### config.mk
export PLATFORM = sky130hd
export DESIGN_NAME = max_heap_priority_queue
export DESIGN_NICKNAME = d
export VERILOG_FILES = /design/src/sv/hpq_pkg.sv /design/src/sv/hpq_ram.sv /design/src/sv/hpq_seq.sv /design/src/sv/hpq_dp.sv /design/src/sv/max_heap_priority_queue.sv
export SDC_FILE = /design/constraint.sdc
export NUM_CORES = 1
export LEC_CHECK = 0
export ABC_AREA = 0
export BUFFER_PORTS_ARGS = -buffer_cell sky130_fd_sc_hd__buf_2
export CELL_PAD_IN_SITES_DETAIL_PLACEMENT = 1
export CELL_PAD_IN_SITES_GLOBAL_PLACEMENT = 2
export CORE_UTILIZATION = 38
export CTS_BUF_LIST = sky130_fd_sc_hd__clkbuf_4 sky130_fd_sc_hd__clkbuf_8 sky130_fd_sc_hd__clkbuf_16
export CTS_CLUSTER_DIAMETER = 30
export DETAILED_ROUTE_END_ITERATION = 6
export PLACE_DENSITY = 0.86
export REMOVE_ABC_BUFFERS = 1
export SLEW_MARGIN = 20
export SYNTH_ARGS = -nofsm -noshare
export SYNTH_HDL_FRONTEND = slang
export SYNTH_SLANG_ARGS = --single-unit
### constraint.sdc
create_clock -name clk -period 6.6 [get_ports clk]
set_input_delay 1.32 -clock clk [delete_from_list [all_inputs] [get_ports clk]]
set_output_delay 1.32 -clock clk [all_outputs]
set_load 0.02 [all_outputs]
### src/sv/hpq_pkg.sv
// Shared types, constants and microcode labels of the heap priority queue.
package hpq_pkg;

  localparam int DEPTH = 16;
  localparam int KEY_W = 32;
  localparam int IDX_W = $clog2(DEPTH);
  localparam int CNT_W = $clog2(DEPTH + 1);
  localparam int KID_W = IDX_W + 2;
  localparam int UPC_W = 4;

  localparam logic [KEY_W-1:0] KEY_EMPTY = '1;

  localparam logic FUNC_INSERT  = 1'b0;
  localparam logic FUNC_EXTRACT = 1'b1;

  typedef enum logic [1:0] {
    ST_DONE  = 2'd0,
    ST_FULL  = 2'd1,
    ST_EMPTY = 2'd2
  } status_t;

  typedef enum logic [3:0] {
    ACT_NONE,
    ACT_LOAD,
    ACT_RD_PARENT,
    ACT_UP_MOVE,
    ACT_INS_PLACE,
    ACT_RD_ENDS,
    ACT_EXT_LOAD,
    ACT_RD_KIDS,
    ACT_DN_MOVE,
    ACT_PLACE,
    ACT_EMIT
  } act_t;

  typedef enum logic [3:0] {
    COND_NEVER,
    COND_ALWAYS,
    COND_NO_ITEM,
    COND_REJECT,
    COND_EXTRACT,
    COND_POS_ZERO,
    COND_UP_GT,
    COND_NO_LEFT,
    COND_DN_GO,
    COND_OUT_BUSY
  } cond_t;

  // One microcode word: datapath action, jump condition and jump target.
  typedef struct packed {
    act_t             act;
    cond_t            cond;
    logic [UPC_W-1:0] target;
  } ctrl_t;

  // Datapath status seen by the jump logic.
  typedef struct packed {
    logic is_extract;
    logic reject;
    logic pos_zero;
    logic up_gt;
    logic no_left;
    logic dn_go;
    logic out_busy;
  } flags_t;

  localparam logic [UPC_W-1:0] S_WAIT     = 4'd0;
  localparam logic [UPC_W-1:0] S_DISPATCH = 4'd1;
  localparam logic [UPC_W-1:0] S_KIND     = 4'd2;
  localparam logic [UPC_W-1:0] S_UP_TEST  = 4'd3;
  localparam logic [UPC_W-1:0] S_UP_CMP   = 4'd4;
  localparam logic [UPC_W-1:0] S_UP_PLACE = 4'd5;
  localparam logic [UPC_W-1:0] S_EXT_READ = 4'd6;
  localparam logic [UPC_W-1:0] S_EXT_LOAD = 4'd7;
  localparam logic [UPC_W-1:0] S_DN_TEST  = 4'd8;
  localparam logic [UPC_W-1:0] S_DN_CMP   = 4'd9;
  localparam logic [UPC_W-1:0] S_DN_PLACE = 4'd10;
  localparam logic [UPC_W-1:0] S_TOP      = 4'd11;
  localparam logic [UPC_W-1:0] S_EMIT     = 4'd12;
  localparam logic [UPC_W-1:0] S_RESTART  = 4'd13;

endpackage

### src/sv/hpq_ram.sv
// Generic single-write, dual-read RAM with registered read data.
module hpq_ram #(
  parameter int WIDTH = 32,
  parameter int DEPTH = 16
) (
  input  logic                     clk,
  input  logic                     we,
  input  logic [$clog2(DEPTH)-1:0] waddr,
  input  logic [WIDTH-1:0]         wdata,
  input  logic [$clog2(DEPTH)-1:0] raddr_a,
  output logic [WIDTH-1:0]         rdata_a,
  input  logic [$clog2(DEPTH)-1:0] raddr_b,
  output logic [WIDTH-1:0]         rdata_b
);

  logic [WIDTH-1:0] mem [DEPTH];

  always_ff @(posedge clk) begin
    if (we) begin
      mem[waddr] <= wdata;
    end
    rdata_a <= mem[raddr_a];
    rdata_b <= mem[raddr_b];
  end

endmodule

### src/sv/hpq_seq.sv
// Microcode sequencer: program ROM, step counter and conditional jumps.
module hpq_seq import hpq_pkg::*; (
  input  logic   clk,
  input  logic   rst_n,
  input  logic   in_valid,
  input  flags_t flags,
  output ctrl_t  ctrl,
  output logic   in_stall
);

  logic [UPC_W-1:0] upc_r, upc_nxt;
  logic             take;

  function automatic ctrl_t ucode(input logic [UPC_W-1:0] addr);
    ctrl_t w;
    begin
      unique case (addr)
        S_WAIT:     w = '{ACT_LOAD,      COND_NO_ITEM,  S_WAIT};
        S_DISPATCH: w = '{ACT_NONE,      COND_REJECT,   S_TOP};
        S_KIND:     w = '{ACT_NONE,      COND_EXTRACT,  S_EXT_READ};
        S_UP_TEST:  w = '{ACT_RD_PARENT, COND_POS_ZERO, S_UP_PLACE};
        S_UP_CMP:   w = '{ACT_UP_MOVE,   COND_UP_GT,    S_UP_TEST};
        S_UP_PLACE: w = '{ACT_INS_PLACE, COND_ALWAYS,   S_TOP};
        S_EXT_READ: w = '{ACT_RD_ENDS,   COND_NEVER,    S_WAIT};
        S_EXT_LOAD: w = '{ACT_EXT_LOAD,  COND_NEVER,    S_WAIT};
        S_DN_TEST:  w = '{ACT_RD_KIDS,   COND_NO_LEFT,  S_DN_PLACE};
        S_DN_CMP:   w = '{ACT_DN_MOVE,   COND_DN_GO,    S_DN_TEST};
        S_DN_PLACE: w = '{ACT_PLACE,     COND_NEVER,    S_WAIT};
        S_TOP:      w = '{ACT_NONE,      COND_NEVER,    S_WAIT};
        S_EMIT:     w = '{ACT_EMIT,      COND_OUT_BUSY, S_EMIT};
        S_RESTART:  w = '{ACT_NONE,      COND_ALWAYS,   S_WAIT};
        default:    w = '{ACT_NONE,      COND_ALWAYS,   S_WAIT};
      endcase
      return w;
    end
  endfunction

  assign ctrl     = ucode(upc_r);
  assign in_stall = (upc_r != S_WAIT);

  always_comb begin
    unique case (ctrl.cond)
      COND_NEVER:    take = 1'b0;
      COND_ALWAYS:   take = 1'b1;
      COND_NO_ITEM:  take = !in_valid;
      COND_REJECT:   take = flags.reject;
      COND_EXTRACT:  take = flags.is_extract;
      COND_POS_ZERO: take = flags.pos_zero;
      COND_UP_GT:    take = flags.up_gt;
      COND_NO_LEFT:  take = flags.no_left;
      COND_DN_GO:    take = flags.dn_go;
      COND_OUT_BUSY: take = flags.out_busy;
      default:       take = 1'b1;
    endcase
    upc_nxt = take ? ctrl.target : upc_r + 1'b1;
  end

  always_ff @(posedge clk) begin
    if (!rst_n) begin
      upc_r <= S_WAIT;
    end else begin
      upc_r <= upc_nxt;
    end
  end

`ifndef SYNTHESIS
  a_accept_dispatch: assert property (@(posedge clk) disable iff (!rst_n)
    (upc_r == S_WAIT && in_valid) |=> (upc_r == S_DISPATCH))
    else $error("accepted item did not start its program");

  a_emit_hold: assert property (@(posedge clk) disable iff (!rst_n)
    (upc_r == S_EMIT && flags.out_busy) |=> (upc_r == S_EMIT))
    else $error("sequencer left the emit step while the output was busy");

  a_idle_steps: assert property (@(posedge clk) disable iff (!rst_n)
    (upc_r <= S_RESTART))
    else $error("step counter outside the program");
`endif

endmodule

### src/sv/hpq_dp.sv
// Heap datapath: key store, sift registers, comparators and output register.
module hpq_dp import hpq_pkg::*; (
  input  logic                    clk,
  input  logic                    rst_n,
  input  ctrl_t                   ctrl,
  output flags_t                  flags,
  input  logic                    in_valid,
  input  logic                    in_func,
  input  logic signed [KEY_W-1:0] in_key_in,
  output logic                    out_valid,
  input  logic                    out_stall,
  output logic [1:0]              out_status,
  output logic signed [KEY_W-1:0] out_extracted_key,
  output logic signed [KEY_W-1:0] out_top_key,
  output logic [CNT_W-1:0]        out_entry_count
);

  status_t          status_r, status_nxt;
  logic             ext_r, ext_nxt;
  logic [KEY_W-1:0] taken_r, taken_nxt;
  logic [KEY_W-1:0] cur_r, cur_nxt;
  logic [IDX_W-1:0] pos_r, pos_nxt;
  logic [CNT_W-1:0] cnt_r, cnt_nxt;

  logic             out_valid_r, out_valid_nxt;
  status_t          out_status_r, out_status_nxt;
  logic [KEY_W-1:0] out_taken_r, out_taken_nxt;
  logic [KEY_W-1:0] out_top_r, out_top_nxt;
  logic [CNT_W-1:0] out_cnt_r, out_cnt_nxt;

  logic             ram_we;
  logic [IDX_W-1:0] ram_waddr, ram_raddr_a, ram_raddr_b;
  logic [KEY_W-1:0] ram_wdata, rdata_a, rdata_b;

  logic [IDX_W-1:0] parent;
  logic [KID_W-1:0] kid_l, kid_r, cnt_ext;
  logic             l_ok, r_ok, pick_l, pick_r, out_busy;
  logic [KEY_W-1:0] best_val;

  hpq_ram #(
    .WIDTH(KEY_W),
    .DEPTH(DEPTH)
  ) u_store (
    .clk    (clk),
    .we     (ram_we),
    .waddr  (ram_waddr),
    .wdata  (ram_wdata),
    .raddr_a(ram_raddr_a),
    .rdata_a(rdata_a),
    .raddr_b(ram_raddr_b),
    .rdata_b(rdata_b)
  );

  assign parent  = (pos_r - 1'b1) >> 1;
  assign kid_l   = {1'b0, pos_r, 1'b1};
  assign kid_r   = kid_l + 1'b1;
  assign cnt_ext = KID_W'(cnt_r);
  assign l_ok    = kid_l < cnt_ext;
  assign r_ok    = kid_r < cnt_ext;

  // The left child wins ties, so the right one must be strictly greater.
  assign pick_l   = l_ok && ($signed(rdata_a) > $signed(cur_r));
  assign best_val = pick_l ? rdata_a : cur_r;
  assign pick_r   = r_ok && ($signed(rdata_b) > $signed(best_val));

  assign out_busy = out_valid_r && out_stall;

  assign flags.is_extract = ext_r;
  assign flags.reject     = (status_r != ST_DONE);
  assign flags.pos_zero   = (pos_r == '0);
  assign flags.up_gt      = $signed(cur_r) > $signed(rdata_a);
  assign flags.no_left    = !l_ok;
  assign flags.dn_go      = pick_l || pick_r;
  assign flags.out_busy   = out_busy;

  always_comb begin
    status_nxt     = status_r;
    ext_nxt        = ext_r;
    taken_nxt      = taken_r;
    cur_nxt        = cur_r;
    pos_nxt        = pos_r;
    cnt_nxt        = cnt_r;
    out_status_nxt = out_status_r;
    out_taken_nxt  = out_taken_r;
    out_top_nxt    = out_top_r;
    out_cnt_nxt    = out_cnt_r;
    out_valid_nxt  = out_valid_r && out_stall;
    ram_we         = 1'b0;
    ram_waddr      = pos_r;
    ram_wdata      = cur_r;
    ram_raddr_a    = '0;
    ram_raddr_b    = '0;

    unique case (ctrl.act)
      ACT_LOAD: begin
        if (in_valid) begin
          ext_nxt   = in_func;
          cur_nxt   = in_key_in;
          pos_nxt   = IDX_W'(cnt_r);
          taken_nxt = '0;
          status_nxt = ST_DONE;
          if (in_func == FUNC_INSERT) begin
            if (cnt_r == CNT_W'(DEPTH)) begin
              status_nxt = ST_FULL;
            end
          end else if (cnt_r == '0) begin
            status_nxt = ST_EMPTY;
            taken_nxt  = KEY_EMPTY;
          end
        end
      end
      ACT_RD_PARENT: begin
        ram_raddr_a = parent;
      end
      ACT_UP_MOVE: begin
        if (flags.up_gt) begin
          ram_we    = 1'b1;
          ram_wdata = rdata_a;
          pos_nxt   = parent;
        end
      end
      ACT_INS_PLACE: begin
        ram_we  = 1'b1;
        cnt_nxt = cnt_r + 1'b1;
      end
      ACT_RD_ENDS: begin
        ram_raddr_b = IDX_W'(cnt_r - 1'b1);
      end
      ACT_EXT_LOAD: begin
        taken_nxt = rdata_a;
        cur_nxt   = rdata_b;
        cnt_nxt   = cnt_r - 1'b1;
        pos_nxt   = '0;
      end
      ACT_RD_KIDS: begin
        ram_raddr_a = kid_l[IDX_W-1:0];
        ram_raddr_b = kid_r[IDX_W-1:0];
      end
      ACT_DN_MOVE: begin
        if (pick_l || pick_r) begin
          ram_we    = 1'b1;
          ram_wdata = pick_r ? rdata_b : rdata_a;
          pos_nxt   = pick_r ? kid_r[IDX_W-1:0] : kid_l[IDX_W-1:0];
        end
      end
      ACT_PLACE: begin
        ram_we = 1'b1;
      end
      ACT_EMIT: begin
        if (!out_busy) begin
          out_valid_nxt  = 1'b1;
          out_status_nxt = status_r;
          out_taken_nxt  = taken_r;
          out_top_nxt    = (cnt_r != '0) ? rdata_a : '0;
          out_cnt_nxt    = cnt_r;
        end
      end
      default: begin
      end
    endcase
  end

  always_ff @(posedge clk) begin
    if (!rst_n) begin
      cnt_r       <= '0;
      out_valid_r <= 1'b0;
    end else begin
      cnt_r       <= cnt_nxt;
      out_valid_r <= out_valid_nxt;
    end
  end

  always_ff @(posedge clk) begin
    status_r     <= status_nxt;
    ext_r        <= ext_nxt;
    taken_r      <= taken_nxt;
    cur_r        <= cur_nxt;
    pos_r        <= pos_nxt;
    out_status_r <= out_status_nxt;
    out_taken_r  <= out_taken_nxt;
    out_top_r    <= out_top_nxt;
    out_cnt_r    <= out_cnt_nxt;
  end

  assign out_valid         = out_valid_r;
  assign out_status        = out_status_r;
  assign out_extracted_key = out_taken_r;
  assign out_top_key       = out_top_r;
  assign out_entry_count   = out_cnt_r;

`ifndef SYNTHESIS
  a_count_range: assert property (@(posedge clk) disable iff (!rst_n)
    (cnt_r <= CNT_W'(DEPTH)))
    else $error("entry count beyond the heap depth");

  a_empty_beat: assert property (@(posedge clk) disable iff (!rst_n)
    (out_valid_r && out_status_r == ST_EMPTY) |->
      (out_taken_r == KEY_EMPTY && out_cnt_r == '0))
    else $error("empty extract beat carries a key or a count");

  a_empty_top: assert property (@(posedge clk) disable iff (!rst_n)
    (out_valid_r && out_cnt_r == '0) |-> (out_top_r == '0))
    else $error("top key not zero on an empty heap");

  a_count_step: assert property (@(posedge clk) disable iff (!rst_n)
    (cnt_r != $past(cnt_r)) |->
      (cnt_r == $past(cnt_r) + 1'b1 || cnt_r == $past(cnt_r) - 1'b1))
    else $error("entry count moved by more than one");
`endif

endmodule

### src/sv/max_heap_priority_queue.sv
// Max-heap priority queue of signed keys, run by a microcoded sequencer.
// An insert sifts its key up and an extract sifts the last key down from the root, one level
// per pass of the sift loop; L, the number of levels the key moves, runs from 0 to log2 of the
// depth. A dropped insert or an empty extract skips the sift loop. The result beat appears
// before the next acceptance, and a stalled result holds the program at its emit step.
// Synchronous active-low reset empties the heap, restarts the program and drops any
// pending result; the key store itself is not cleared.
module max_heap_priority_queue import hpq_pkg::*; (
  input  logic                    clk,
  input  logic                    rst_n,
  input  logic                    in_valid,
  output logic                    in_stall,
  input  logic                    in_func,
  input  logic signed [KEY_W-1:0] in_key_in,
  output logic                    out_valid,
  input  logic                    out_stall,
  output logic [1:0]              out_status,
  output logic signed [KEY_W-1:0] out_extracted_key,
  output logic signed [KEY_W-1:0] out_top_key,
  output logic [CNT_W-1:0]        out_entry_count
);

  ctrl_t  ctrl;
  flags_t flags;

  hpq_seq u_seq (
    .clk     (clk),
    .rst_n   (rst_n),
    .in_valid(in_valid),
    .flags   (flags),
    .ctrl    (ctrl),
    .in_stall(in_stall)
  );

  hpq_dp u_dp (
    .clk              (clk),
    .rst_n            (rst_n),
    .ctrl             (ctrl),
    .flags            (flags),
    .in_valid         (in_valid),
    .in_func          (in_func),
    .in_key_in        (in_key_in),
    .out_valid        (out_valid),
    .out_stall        (out_stall),
    .out_status       (out_status),
    .out_extracted_key(out_extracted_key),
    .out_top_key      (out_top_key),
    .out_entry_count  (out_entry_count)
  );

endmodule

==> results.md <==
- Gr usage total: 0.265
- Leak pwr: 15.8 nW
- Setup Skew: 0.0531 ns
- Commonest non-fill, non-tap cell in the layout: nand2_1
- Layout cells sized above 1: 0.160
- XOR/XNOR Fraction of Synth Area: 0.00442
- Synth Area in Compound Gates: 0.175
- Post-Syn Instances: 3255
- Class of the most critical hold timing path: register to register
- Fin crit share: 0.950
- Die W: 308 um
- Die height: 308 um
- Drt first pass iters: 5
- # rows: 111
- Final Power: 20.4 mW
- CP top delay family: compound AO/OA/AOI/OAI gates
- Ports: 110
- Number of buffers added on ports: 109
- Drt drc: 0
- Arr. time, crit path: 6.66 ns
- Crit-path most repeated cell: ha_1
- Ys async rst share: 0
- TritonCTS Sinks: 740
- Final min period: 6.27 ns
- Fin Setup TNS: 0 ns
- R2R depth: 21
- Largest net degree at the start of global routing: 183
- Status: complete, no violations
- Max-slew violation count: 0
- Post-synth EDFFs: 654
- Longest Clk Path Bufs: 3
- Most frequent cells in the layout: nand2_1 (705), edfxtp_1 (654), a211oi_1 (324), and2_1 (262), a21oi_1 (183)
- Post-Synth Adder-Cell Area: 0.0302
- Hold Slack: 0.418 ns
- Final design utilization: 0.478
- Max cap viols: 0
- Crit path largest cell delay: 0.62 ns
- Cell Area, Placed: 38100 um^2
- Main combinational cell family by area after synthesis: compound AO/OA/AOI/OAI gates
- Simple-gate area share of the yosys netlist: 0.147
- Slew HR: 0.241
- CTS clk-pin slew, worst paths: 0.04 ns
- TritonCTS Buffers: 164
- Final instance area: 44100 um^2
- Fin nets: 3513
- Hpwl dp: 72400 um
- Detail Route Antenna Nets: 0
- Kind of critical path: register to register
- Skew-Pair Late Insertion Delay: 0.78 ns
- Final setup fails: 0
- VDD IR max: 266 uV
- Vias per inst: 6.01
- Element type at the critical path end: register
- Total Wirelength: 126000 um
- Hold-fix buffers at CTS: 0
- Initial antenna violation count: 7
- Primary FF master, synth: edfxtp_1
- Critical path cell sequence: inv_1 > ha_1 > a41oi_1 > o21ai_1 > a221o_1 > o31a_1 > o211ai_4 > buf_12 > mux2i_1 > ha_1 > nand3_1 > or4_1 > a21o_1 > a31oi_1 > o22ai_1 > o21ai_2 > a21oi_1 > o21ai_0 > nand2_1 > nor3_2 > buf_4
- Cell Pwr Density: 462 nW/um^2
- Mapped Area: 35600 um^2
- Worst-Margin Slew: 1.14 ns
- Vias: 28700
- Htree depth: 4
- # diodes: 0
- Routability cong.: 0.858
- Number of synthesized register bits: 740
- Synth warn: 0
- Post-Syn Area per Cell: 11.0 um^2
- Area added between synthesis and finish: 23.7%
- First-pass GRT wire length: 189000 um
- CP Buf/Inv Count: 3
- Slowest cell on the critical path: or4_1
- Crit path max fanout: 19
- Initial Util: 0.386
- Max Clk Rate: 160 MHz
- Die Area: 95000 um^2
- Hold Fails Final Rpt: 0
- CTS root buffer: clkbuf_16
- CTS tree: built
- Wire per inst: 26.4 um
- Post-synthesis mux area share: 0.0112
- Number of global-route vias before repair: 29300
- Hold Path Depth: 0
- CP Launch Type: register
- GRT overflow: 0
- Seq/Total Area, Yosys: 0.599
- CP Data Required Time: 6.99 ns
- Core footprint: 92400 um^2
- Distinct cells, synth: 61
- Critical Path Stages: 21
- DR iter-0 viols: 2804
- Fillers: 9677
final cells by class:
cell class | count | area [um^2] | area share
well taps | 1243 | 1560 | 0.0353
repair buffers | 222 | 1660 | 0.0377
multi-input cells | 2198 | 13300 | 0.302
clock inverters | 110 | 1490 | 0.0338
clock buffers | 199 | 4460 | 0.101
inverters | 64 | 240 | 0.00545
flip-flops and latches | 740 | 21400 | 0.484
layer usage:
metal | GRT usage | wire length, um
met1 | 0.362 | 53500
met3 | 0.0462 | 9420
met5 | 0 | 41
met4 | 0.101 | 4190
met2 | 0.419 | 59000
synth_stat cells (3+ instances only):
cell type | instances | area [um^2]
o21a_1 | 6 | 45.0
o21ai_0 | 47 | 235
xnor2_1 | 12 | 105
nor4_1 | 3 | 18.8
o21ai_1 | 8 | 40.0
and2_1 | 263 | 1650
nor2b_1 | 39 | 244
a311oi_1 | 128 | 1120
o31ai_1 | 3 | 22.5
nand3_1 | 21 | 105
edfxtp_1 | 654 | 19600
nand2_1 | 710 | 2670
a21o_1 | 3 | 22.5
dfxtp_1 | 86 | 1720
a31oi_1 | 132 | 826
a22oi_1 | 27 | 203
o22ai_1 | 5 | 31.3
o211ai_1 | 6 | 45.0
a222oi_1 | 5 | 50.1
xor2_1 | 6 | 52.6
nor2_1 | 72 | 270
buf_1 | 12 | 45.0
clkbuf_1 | 237 | 890
nand2b_1 | 4 | 25.0
inv_1 | 59 | 221
nor3_1 | 16 | 80.1
mux2i_1 | 35 | 350
a21oi_1 | 184 | 921
nand4_1 | 14 | 87.6
inv_2 | 3 | 11.3
ha_1 | 86 | 1080
a211oi_1 | 324 | 2430
mux2_2 | 3 | 33.8
or3_1 | 3 | 18.8
a221oi_1 | 5 | 43.8
sequential cells by signal, indices dropped and copies added (netlist names):
register                cells
u_dp.taken_r               32
u_dp.status_r               2
u_dp.out_entry_count        5
u_seq.ctrl                 12
u_dp.pos_r                  4
u_dp.out_status             2
u_dp.u_store.rdata_b       32
u_dp.out_valid              1
u_dp.u_store.rdata_a       32
u_seq.upc_r                 4
u_dp.cnt_r                  5
u_dp.out_top_key           32
u_dp.ext_r                  1
u_dp.cur_r                 32
u_dp.u_store.mem          512
u_dp.out_extracted_key     32
logic make-up (layout without fill, tap and decap cells):
family                     after synthesis  count (layout)
buffers and inverters                  317             595
xor gates and xnor gates                18              18
adders and majority gates               86              86
and+or+nand+nor                       1154            1154
DFF                                    740             740
muxes                                   39              39
AOI/OAI and AO/OA                      901             901
power breakdown:
group          internal (mW)  total, mW  switching, mW
clock                   5.80       8.61           2.81
sequential              6.07       6.53          0.465
combinational           1.67       5.25           3.58
through the flow:
step / setup slack, ns / cells
floorplan: -10.23 / 3002
global placement: 0.370 / 4465
detailed placement: 0.391 / 4465
CTS: 0.346 / 4774
global route: -0.00488 / 4776
finish: 0.331 / 4776
worst reg2reg max path, delay by kind of cell (launching register included):
kind / cells / cell delay [ns]
compound gates: 11 / 2.63
fa+ha+maj: 2 / 0.42
simple gates: 4 / 1.32
mux: 1 / 0.31
buf+inv: 3 / 0.77
flops: 1 / 0.41
path summary, 6_finish.rpt:
kind                                 startpoint                   endpoint  slack (ns)
worst max-delay path              u_dp.cur_r[7]    u_dp.u_store.mem[1][17]        0.33
worst min-delay path            u_dp.taken_r[4]  u_dp.out_extracted_key[4]        0.42
worst max register to register    u_dp.cur_r[7]    u_dp.u_store.mem[1][17]        0.33
worst min register to register  u_dp.taken_r[4]  u_dp.out_extracted_key[4]        0.42
repair_timing:
action,CTS,global route
endpoints found under the setup margin,0,236
gates resized for setup,0,3
buffers inserted,0,2
No activity file was read; power rests on OpenSTA's default activity.
